==> config.mk <==
export PLATFORM = sky130hd
export DESIGN_NAME = char_lcd_write_sequencer
export DESIGN_NICKNAME = d
export VERILOG_FILES = /design/src/sv/clcd_pkg.sv /design/src/sv/clcd_front.sv /design/src/sv/clcd_fifo.sv /design/src/sv/clcd_back.sv /design/src/sv/char_lcd_write_sequencer.sv
export SDC_FILE = /design/constraint.sdc
export NUM_CORES = 1
export LEC_CHECK = 0
export ABC_CLOCK_PERIOD_IN_PS = 3600
export BUFFER_PORTS_ARGS = -buffer_cell sky130_fd_sc_hd__buf_2
export CORE_MARGIN = 1.5
export CORE_UTILIZATION = 51
export DETAILED_ROUTE_END_ITERATION = 16
export GPL_TIMING_DRIVEN = 0
export PLACE_DENSITY_LB_ADDON = 0.3
export SYNTH_ARGS = -nofsm -noshare
export SYNTH_HDL_FRONTEND = slang
export SYNTH_SLANG_ARGS = --single-unit
==> constraint.sdc <==
create_clock -name clk -period 3.6 [get_ports clk]
set_input_delay 0.36 -clock clk [delete_from_list [all_inputs] [get_ports clk]]
set_output_delay 0.36 -clock clk [all_outputs]
set_load 0.02 [all_outputs]
==> src/sv/clcd_pkg.sv <==
package clcd_pkg;

  localparam int GLYPH_ROWS  = 8;
  localparam int ROW_IDX_W   = $clog2(GLYPH_ROWS);
  localparam int QUEUE_DEPTH = 4;

  localparam logic [7:0] DDRAM_SET = 8'h80;
  localparam logic [7:0] CGRAM_SET = 8'h40;

  typedef enum logic [1:0] {
    REQ_CMD   = 2'd0,
    REQ_DATA  = 2'd1,
    REQ_AT    = 2'd2,
    REQ_GLYPH = 2'd3
  } req_t;

  typedef enum logic [2:0] {
    PH_IDLE,
    PH_CGRAM,
    PH_PATTERN,
    PH_CURSOR,
    PH_DATA
  } phase_t;

  // One byte-level bus request handed from the front to the back
  typedef struct packed {
    logic       rs;
    logic [7:0] value;
    logic       last;
  } clcd_byte_t;

  function automatic logic row_ok(input logic [2:0] row);
    return (row >= 3'd1) && (row <= 3'd4);
  endfunction

  function automatic logic [6:0] row_offset(input logic [1:0] idx);
    logic [6:0] offs;
    unique case (idx)
      2'd0:    offs = 7'h00;
      2'd1:    offs = 7'h40;
      2'd2:    offs = 7'h14;
      default: offs = 7'h54;
    endcase
    return offs;
  endfunction

  // Set-DDRAM-address command; column is one-based and the address wraps in seven bits
  function automatic logic [7:0] cursor_cmd(input logic [2:0] row, input logic [5:0] col);
    logic [1:0] idx;
    logic [6:0] addr;
    idx  = 2'(row - 3'd1);
    addr = row_offset(idx) + {1'b0, col} - 7'd1;
    return DDRAM_SET | {1'b0, addr};
  endfunction

endpackage

==> src/sv/clcd_front.sv <==
module clcd_front (
  input  logic                clk,
  input  logic                rst_n,
  input  logic                in_push,
  output logic                in_full,
  input  logic [1:0]          in_req_type,
  input  logic [7:0]          in_byte_value,
  input  logic [2:0]          in_row,
  input  logic [5:0]          in_column,
  input  logic [2:0]          in_glyph_slot,
  input  logic [63:0]         in_glyph_rows,
  output logic                q_push,
  output clcd_pkg::clcd_byte_t q_wdata,
  input  logic                q_full
);

  clcd_pkg::phase_t phase_r, phase_nxt;
  clcd_pkg::req_t   req_r;
  logic [7:0]       byte_r;
  logic [2:0]       row_r;
  logic [5:0]       col_r;
  logic [2:0]       slot_r;
  logic [63:0]      pat_r;
  logic [clcd_pkg::ROW_IDX_W-1:0] idx_r;

  logic accept;
  logic advance;

  assign advance = (phase_r != clcd_pkg::PH_IDLE) && !q_full;
  assign in_full = !((phase_r == clcd_pkg::PH_IDLE) ||
                     (phase_r == clcd_pkg::PH_DATA && !q_full));
  assign accept  = in_push && !in_full;

  // next state
  always_comb begin
    phase_nxt = phase_r;
    if (advance) begin
      unique case (phase_r)
        clcd_pkg::PH_CGRAM:   phase_nxt = clcd_pkg::PH_PATTERN;
        clcd_pkg::PH_PATTERN: begin
          if (idx_r == clcd_pkg::ROW_IDX_W'(clcd_pkg::GLYPH_ROWS - 1)) begin
            phase_nxt = clcd_pkg::row_ok(row_r) ? clcd_pkg::PH_CURSOR : clcd_pkg::PH_DATA;
          end
        end
        clcd_pkg::PH_CURSOR:  phase_nxt = clcd_pkg::PH_DATA;
        clcd_pkg::PH_DATA:    phase_nxt = clcd_pkg::PH_IDLE;
        default:              phase_nxt = clcd_pkg::PH_IDLE;
      endcase
    end
    // a new request may enter on the cycle the previous one pushes its last byte
    if (accept) begin
      unique case (clcd_pkg::req_t'(in_req_type))
        clcd_pkg::REQ_GLYPH: phase_nxt = clcd_pkg::PH_CGRAM;
        clcd_pkg::REQ_AT:
          phase_nxt = clcd_pkg::row_ok(in_row) ? clcd_pkg::PH_CURSOR : clcd_pkg::PH_DATA;
        default:             phase_nxt = clcd_pkg::PH_DATA;
      endcase
    end
  end

  // outputs
  always_comb begin
    q_push  = advance;
    q_wdata = '0;
    unique case (phase_r)
      clcd_pkg::PH_CGRAM: begin
        q_wdata.value = clcd_pkg::CGRAM_SET | {2'b00, slot_r, 3'b000};
      end
      clcd_pkg::PH_PATTERN: begin
        q_wdata.rs    = 1'b1;
        q_wdata.value = pat_r[7:0];
      end
      clcd_pkg::PH_CURSOR: begin
        q_wdata.value = clcd_pkg::cursor_cmd(row_r, col_r);
      end
      clcd_pkg::PH_DATA: begin
        q_wdata.rs    = (req_r != clcd_pkg::REQ_CMD);
        q_wdata.value = (req_r == clcd_pkg::REQ_GLYPH) ? {5'b0, slot_r} : byte_r;
        q_wdata.last  = 1'b1;
      end
      default: q_wdata = '0;
    endcase
  end

  always_ff @(posedge clk) begin
    if (!rst_n) begin
      phase_r <= clcd_pkg::PH_IDLE;
    end else begin
      phase_r <= phase_nxt;
    end
  end

  always_ff @(posedge clk) begin
    if (accept) begin
      req_r  <= clcd_pkg::req_t'(in_req_type);
      byte_r <= in_byte_value;
      row_r  <= in_row;
      col_r  <= in_column;
      slot_r <= in_glyph_slot;
      pat_r  <= in_glyph_rows;
      idx_r  <= '0;
    end else if (advance && phase_r == clcd_pkg::PH_PATTERN) begin
      // drop the row just sent, next one moves to the low byte
      pat_r <= {8'h00, pat_r[63:8]};
      idx_r <= idx_r + 1'b1;
    end
  end

endmodule

==> src/sv/clcd_fifo.sv <==
module clcd_fifo #(
  parameter int DEPTH = clcd_pkg::QUEUE_DEPTH
) (
  input  logic                 clk,
  input  logic                 rst_n,
  input  logic                 push,
  input  clcd_pkg::clcd_byte_t wdata,
  output logic                 full,
  input  logic                 pop,
  output clcd_pkg::clcd_byte_t rdata,
  output logic                 empty
);

  localparam int PTR_W = (DEPTH > 1) ? $clog2(DEPTH) : 1;
  localparam int CNT_W = $clog2(DEPTH + 1);

  clcd_pkg::clcd_byte_t mem_r [DEPTH];
  logic [PTR_W-1:0] wr_ptr_r, wr_ptr_nxt;
  logic [PTR_W-1:0] rd_ptr_r, rd_ptr_nxt;
  logic [CNT_W-1:0] count_r, count_nxt;
  logic             do_push;
  logic             do_pop;

  assign full    = (count_r == CNT_W'(DEPTH));
  assign empty   = (count_r == '0);
  assign do_push = push && !full;
  assign do_pop  = pop && !empty;
  assign rdata   = mem_r[rd_ptr_r];

  always_comb begin
    wr_ptr_nxt = wr_ptr_r;
    rd_ptr_nxt = rd_ptr_r;
    count_nxt  = count_r;
    if (do_push) begin
      wr_ptr_nxt = (wr_ptr_r == PTR_W'(DEPTH - 1)) ? '0 : wr_ptr_r + 1'b1;
    end
    if (do_pop) begin
      rd_ptr_nxt = (rd_ptr_r == PTR_W'(DEPTH - 1)) ? '0 : rd_ptr_r + 1'b1;
    end
    if (do_push && !do_pop) begin
      count_nxt = count_r + 1'b1;
    end else if (do_pop && !do_push) begin
      count_nxt = count_r - 1'b1;
    end
  end

  always_ff @(posedge clk) begin
    if (!rst_n) begin
      wr_ptr_r <= '0;
      rd_ptr_r <= '0;
      count_r  <= '0;
    end else begin
      wr_ptr_r <= wr_ptr_nxt;
      rd_ptr_r <= rd_ptr_nxt;
      count_r  <= count_nxt;
    end
  end

  always_ff @(posedge clk) begin
    if (do_push) begin
      mem_r[wr_ptr_r] <= wdata;
    end
  end

  a_count_bound: assert property (@(posedge clk) disable iff (!rst_n)
    count_r <= CNT_W'(DEPTH))
    else $error("byte queue count beyond depth");

  a_push_fills: assert property (@(posedge clk) disable iff (!rst_n)
    (push && !full && !pop) |=> !empty)
    else $error("byte queue lost a request");

  a_full_not_empty: assert property (@(posedge clk) disable iff (!rst_n)
    !(full && empty))
    else $error("byte queue full and empty at once");

endmodule

==> src/sv/clcd_back.sv <==
module clcd_back (
  input  logic                 clk,
  input  logic                 rst_n,
  input  logic                 nibble_mode,
  input  clcd_pkg::clcd_byte_t q_rdata,
  input  logic                 q_empty,
  output logic                 q_pop,
  output logic                 out_empty,
  input  logic                 out_pop,
  output logic                 out_reg_select,
  output logic [7:0]           out_bus_value,
  output logic                 out_last
);

  logic       out_valid_r, out_valid_nxt;
  logic       out_rs_r, out_rs_nxt;
  logic [7:0] out_val_r, out_val_nxt;
  logic       out_last_r, out_last_nxt;
  logic       pend_valid_r, pend_valid_nxt;
  logic       pend_rs_r, pend_rs_nxt;
  logic [3:0] pend_nib_r, pend_nib_nxt;
  logic       pend_last_r, pend_last_nxt;
  logic       load;

  // the output stage refills whenever it is empty or being taken
  assign load  = !out_valid_r || out_pop;
  assign q_pop = load && !pend_valid_r && !q_empty;

  always_comb begin
    out_valid_nxt  = out_valid_r;
    out_rs_nxt     = out_rs_r;
    out_val_nxt    = out_val_r;
    out_last_nxt   = out_last_r;
    pend_valid_nxt = pend_valid_r;
    pend_rs_nxt    = pend_rs_r;
    pend_nib_nxt   = pend_nib_r;
    pend_last_nxt  = pend_last_r;
    if (load) begin
      priority if (pend_valid_r) begin
        out_valid_nxt  = 1'b1;
        out_rs_nxt     = pend_rs_r;
        out_val_nxt    = {4'h0, pend_nib_r};
        out_last_nxt   = pend_last_r;
        pend_valid_nxt = 1'b0;
      end else if (!q_empty) begin
        out_valid_nxt = 1'b1;
        out_rs_nxt    = q_rdata.rs;
        if (nibble_mode) begin
          // high nibble first, hold the low one back
          out_val_nxt    = {4'h0, q_rdata.value[7:4]};
          out_last_nxt   = 1'b0;
          pend_valid_nxt = 1'b1;
          pend_rs_nxt    = q_rdata.rs;
          pend_nib_nxt   = q_rdata.value[3:0];
          pend_last_nxt  = q_rdata.last;
        end else begin
          out_val_nxt  = q_rdata.value;
          out_last_nxt = q_rdata.last;
        end
      end else begin
        out_valid_nxt = 1'b0;
      end
    end
  end

  always_ff @(posedge clk) begin
    if (!rst_n) begin
      out_valid_r  <= 1'b0;
      pend_valid_r <= 1'b0;
    end else begin
      out_valid_r  <= out_valid_nxt;
      pend_valid_r <= pend_valid_nxt;
    end
  end

  always_ff @(posedge clk) begin
    out_rs_r    <= out_rs_nxt;
    out_val_r   <= out_val_nxt;
    out_last_r  <= out_last_nxt;
    pend_rs_r   <= pend_rs_nxt;
    pend_nib_r  <= pend_nib_nxt;
    pend_last_r <= pend_last_nxt;
  end

  assign out_empty      = !out_valid_r;
  assign out_reg_select = out_rs_r;
  assign out_bus_value  = out_val_r;
  assign out_last       = out_last_r;

  a_pend_has_out: assert property (@(posedge clk) disable iff (!rst_n)
    pend_valid_r |-> out_valid_r)
    else $error("low nibble pending without a high nibble shown");

  a_pend_not_last: assert property (@(posedge clk) disable iff (!rst_n)
    pend_valid_r |-> !out_last_r)
    else $error("high nibble marked last");

  a_split_byte: assert property (@(posedge clk) disable iff (!rst_n)
    (q_pop && nibble_mode) |=> pend_valid_r)
    else $error("byte not split in nibble mode");

endmodule

==> src/sv/char_lcd_write_sequencer.sv <==
// Channel   Direction  Handshake              Payload
// in_*      input      push / full            req_type, byte_value, row, column,
//                                             glyph_slot, glyph_rows
// out_*     output     empty / pop            reg_select, bus_value, last
// cfg_*     input      cfg_we                 nibble_mode (cfg_wdata)
//
// One bus write leaves per cycle while out_pop takes it; a request has from 1 up to 22
// writes (custom glyph in nibble mode), set by the back end's nibble splitter.
// The front end pushes one byte per cycle into a QUEUE_DEPTH-entry queue while it has room,
// and takes the next request in the cycle it pushes the last byte of the current one.
// Synchronous active-low reset empties the queue and sets nibble mode.
// A stalled result holds in the output register; the queue lets the front keep working.
module char_lcd_write_sequencer #(
  parameter int QUEUE_DEPTH = clcd_pkg::QUEUE_DEPTH
) (
  input  logic        clk,
  input  logic        rst_n,
  input  logic        in_push,
  output logic        in_full,
  input  logic [1:0]  in_req_type,
  input  logic [7:0]  in_byte_value,
  input  logic [2:0]  in_row,
  input  logic [5:0]  in_column,
  input  logic [2:0]  in_glyph_slot,
  input  logic [63:0] in_glyph_rows,
  output logic        out_empty,
  input  logic        out_pop,
  output logic        out_reg_select,
  output logic [7:0]  out_bus_value,
  output logic        out_last,
  input  logic        cfg_we,
  input  logic        cfg_wdata
);

  logic                 nibble_mode_r;
  logic                 q_push;
  logic                 q_full;
  logic                 q_pop;
  logic                 q_empty;
  clcd_pkg::clcd_byte_t q_wdata;
  clcd_pkg::clcd_byte_t q_rdata;

  always_ff @(posedge clk) begin
    if (!rst_n) begin
      nibble_mode_r <= 1'b1;
    end else if (cfg_we) begin
      nibble_mode_r <= cfg_wdata;
    end
  end

  clcd_front u_front (
    .clk           (clk),
    .rst_n         (rst_n),
    .in_push       (in_push),
    .in_full       (in_full),
    .in_req_type   (in_req_type),
    .in_byte_value (in_byte_value),
    .in_row        (in_row),
    .in_column     (in_column),
    .in_glyph_slot (in_glyph_slot),
    .in_glyph_rows (in_glyph_rows),
    .q_push        (q_push),
    .q_wdata       (q_wdata),
    .q_full        (q_full)
  );

  clcd_fifo #(
    .DEPTH (QUEUE_DEPTH)
  ) u_fifo (
    .clk   (clk),
    .rst_n (rst_n),
    .push  (q_push),
    .wdata (q_wdata),
    .full  (q_full),
    .pop   (q_pop),
    .rdata (q_rdata),
    .empty (q_empty)
  );

  clcd_back u_back (
    .clk            (clk),
    .rst_n          (rst_n),
    .nibble_mode    (nibble_mode_r),
    .q_rdata        (q_rdata),
    .q_empty        (q_empty),
    .q_pop          (q_pop),
    .out_empty      (out_empty),
    .out_pop        (out_pop),
    .out_reg_select (out_reg_select),
    .out_bus_value  (out_bus_value),
    .out_last       (out_last)
  );

endmodule
==> out/metrics.csv <==
stage,metric,value,unit
synth,synth_seq_cells,160,
grt,antenna_found_initial,1,
placed_design,gp_congestion,0.8367,
grt,use_met3,7.177,%
grt,grtUsageMet1,19.62,%
floorplanning,io_pins,104,
setup_path,critPathKind,reg2reg,
synth,synth.area.top_cells,"edfxtp_1 61%, mux2_2 9.2%, dfxtp_1 5.2%",
grt,grt_util_met2,33.37,%
floorplanning,initial_core_util,52.34,%
cts,cts_setup_buffers,0,
worst_hold_path,hp-class,in2reg,
sta,period_share,76.26,%
layout,areaGrowthSynthToFinish,19.33,%
cts,cts_resized,0,
power,power.switching,2.273,mW
cts,h-tree-depth,4,
power,pwr-share-comb,31.5,%
synth,yosysTopAreaCell,edfxtp_1,
setup_path,worst_r2r_path_depth,4,
routing,drc_errors,0,
cts,cts_sinks,160,
sta,timing.slew.headroom,42.90,%
grt,busiest_layer,met2,
routing,drtIter0Drc,120,
routing,vias_per_cell,5.234,
synth,yosysUniqueCellTypes,52,
power,p_int,5.383,mW
setup_path,start_kind,flop,
sta,final.setup.tns,0,ps
grt,grt_max_degree,65,
synth,synthCells,439,
routing,wire_per_inst,16.64,um
routing,vias,3920,
synth,yosysSeqAreaShare,66.45,%
cts,clk_pin_slew_worst_paths,60,ps
setup_path,cp_max_fo,64,
routing,antenna_left,0,
setup_path,worstPathArrival,2790,ps
sta,hold_viol,0,
synth,synth_nets,548,
power,finalPower,7.655,mW
power,p_per_area,921.9,nW/um^2
cts,numCtsBuffers,17,
cts,clk-insertion-delay-late,420,ps
sta,period_needed,2745,ps
sta,fmax,0.3643,GHz
routing,routed_wl,12460,um
floorplanning,fp-row-count,42,
setup_path,rr_endpoint,u_front.pat_r[35],
synth,synth_warnings,0,
grt,grt_use_total,18.68,%
floorplanning,die_w,119.8,um
cts,cts_hold_buf,0,
setup_path,r2r_start,u_front.phase_r[0],
sta,setup_viol,0,
synth,synth_flop_cell,edfxtp_1,
power,swShare,29.69,%
layout,drive_above_1_share,37.17,%
layout,fillers,1022,
grt,overflow,0,
setup_path,r2r_slack,850,ps
routing,first_pass_iters,4,
power,sequentialPowerShare,44.6,%
grt,grt_pass1_wl,19990,um
setup_path,worst_setup_path_end_kind,flop,
sta,fin_skew,5.544,ps
sta,slew_violations,0,
run,drv_cap,0,
floorplanning,die_h,119.8,um
synth,synth_area,6959,sq um
synth,synth_edf_count,142,
synth,avgSynthCellArea,15.85,sq um
cts,tritoncts,done,
floorplanning,dieArea,14360,sq um
power,power_leakage,3.208,nW
sta,rsz0062_at_grt,false,
placed_design,dp_hpwl,8877,um
worst_hold_path,hold_path_depth,1,
cts,root_buffer,clkbuf_16,
grt,grt_pass1_vias,4077,
layout,final_nets,670,
setup_path,required,3650,ps
worst_hold_path,min_to,u_front.byte_r[5],
power,pwr-share-clk,23.9,%
floorplanning,core_region_area,13300,sq um
synth,async_reset_ff_share,0,%
cts,clock_tree.buffer_depth,2,
placed_design,place.port_buffers,103,
power,irDropWorstVdd,0.4710,mV
status,outcome,"complete, no violations",
synth,yosys.area.top_type_share,61.27,%
layout,diodes,0,
worst_hold_path,min_from,in_byte_value[5],
sta,whs,115.3,ps
sta,worstMarginPinSlew,856.5,ps
[cells by family after synthesis]
family / count (synthesis) / synth area share, %
flip-flops: 160 / 66.45
multiplexers: 84 / 14.90
AND/OR/NAND/NOR: 83 / 6.688
AO/OA/AOI/OAI: 51 / 4.998
buffers and inverters: 36 / 2.679
adder cells (fa/ha/maj): 17 / 3.272
XOR/XNOR: 8 / 1.007
[critical path, cell delays in order (launching register included)]
cell and delay [ps]:
dfxtp_1 380, or3b_1 460, a21oi_4 370, buf_6 360
nand2b_4 730
[power groups by stage]
stage	combinational, mW	clock, mW	sequential [mW]
after floorplan	1.79	0	3.46
after global placement	2.33	0	3.45
after detailed placement	2.43	0	3.46
after CTS	2.45	1.87	3.42
after global routing	2.68	1.94	3.49
final	2.41	1.83	3.41
[cell usage in the layout (no fill, tap or decap), types with 3 or more instances in the layout]
master and count:
mux2_2 57, nand2_1 14, a22oi_1 4, o21a_1 3
mux2i_1 17, bufinv_16 4, or3_1 3, a21boi_0 3
xnor2_1 3, xor2_1 5, and2_1 11, buf_6 6
edfxtp_1 142, nor2_1 15, nor3_1 6, clkbuf_16 17
mux4_2 10, dfxtp_1 18, clkbuf_1 10, buf_2 108
ha_1 15, nand3_1 3, nor2b_1 8, inv_1 17
o21ai_0 15, a21oi_1 5, nand2b_1 3, o22ai_1 4
and3_1 8
[worst max-delay path by stage]
stage,start,to,slack [ps],depth (start not counted)
after detailed placement,in_push,u_front.pat_r[24],790,5
after floorplan,u_front.phase_r[0],u_front.pat_r[0],230,4
after CTS,u_front.phase_r[0],u_front.pat_r[20],830,4
after global placement,in_push,u_front.pat_r[48],-760,5
after global routing,u_front.phase_r[0],u_front.pat_r[15],710,4
final,u_front.phase_r[0],u_front.pat_r[35],850,4
[cells in the mapped netlist, types with 2 or more instances]
cell      number
nand2_1       14
a21oi_1        5
edfxtp_1     142
fa_1           2
nand2b_1       4
nor3b_1        2
buf_6          6
nor2b_1        8
nand3_1        3
mux2i_1       17
dfxtp_1       18
and3_1         8
a22oi_1        4
xnor2_1        3
o21ai_0       15
ha_1          15
nor2_1        15
nor3_1         6
a21o_1         2
mux4_2        10
mux2_2        57
clkbuf_1       7
nor4_1         2
o21a_1         3
xor2_1         5
a21boi_0       3
inv_1         17
or3_1          3
and2_1        11
a211oi_1       2
nor3b_2        2
buf_2          5
o22ai_1        4
[per-stage QoR]
step                      util [%]  std cells  cell area, sq um  setup slack [ps]
after floorplan                  -        439              6959             229.2
after global placement       57.88        718              7695            -756.6
after detailed placement     57.93        718              7702             788.1
after CTS                    62.46        749              8304             831.6
after global routing         62.46        749              8304             713.8
final                        62.46        749              8304             854.7
[state kept, by name (all words and copies together) (netlist names), 3 cells and up, named ones only]
register	flops
u_back.pend_nib_r	4
u_fifo.mem_r	40
u_front.row_r	3
u_back.out_bus_value	8
u_front.col_r	6
u_front.byte_r	8
u_front.slot_r	3
u_front.phase_r	3
u_front.idx_r	3
u_front.pat_r	64
u_fifo.count_r	3
[layer usage]
| layer | routed length [um] | vias to the layer above |
|---|---|---|
| li1 | - | 1916 |
| met1 | 4761 | 1879 |
| met2 | 6552 | 103 |
| met3 | 869 | 22 |
| met4 | 276 | 0 |
| met5 | 0 | - |
[cell type report]
type                            instances  area [sq um]  share of cell area, %
Buffer                                 19         122.6                  1.477
Clock buffer                           20         436.7                  5.258
Clock inverter                         11         165.2                  1.989
Inverter                               17         63.81                 0.7684
Multi-Input combinational cell        243          2156                  25.96
Sequential cell                       160          4624                  55.69
Tap cell                              176         220.2                  2.652
Timing Repair Buffer                  103         515.5                  6.208
Note: power is estimated with default switching activity, not from simulation.
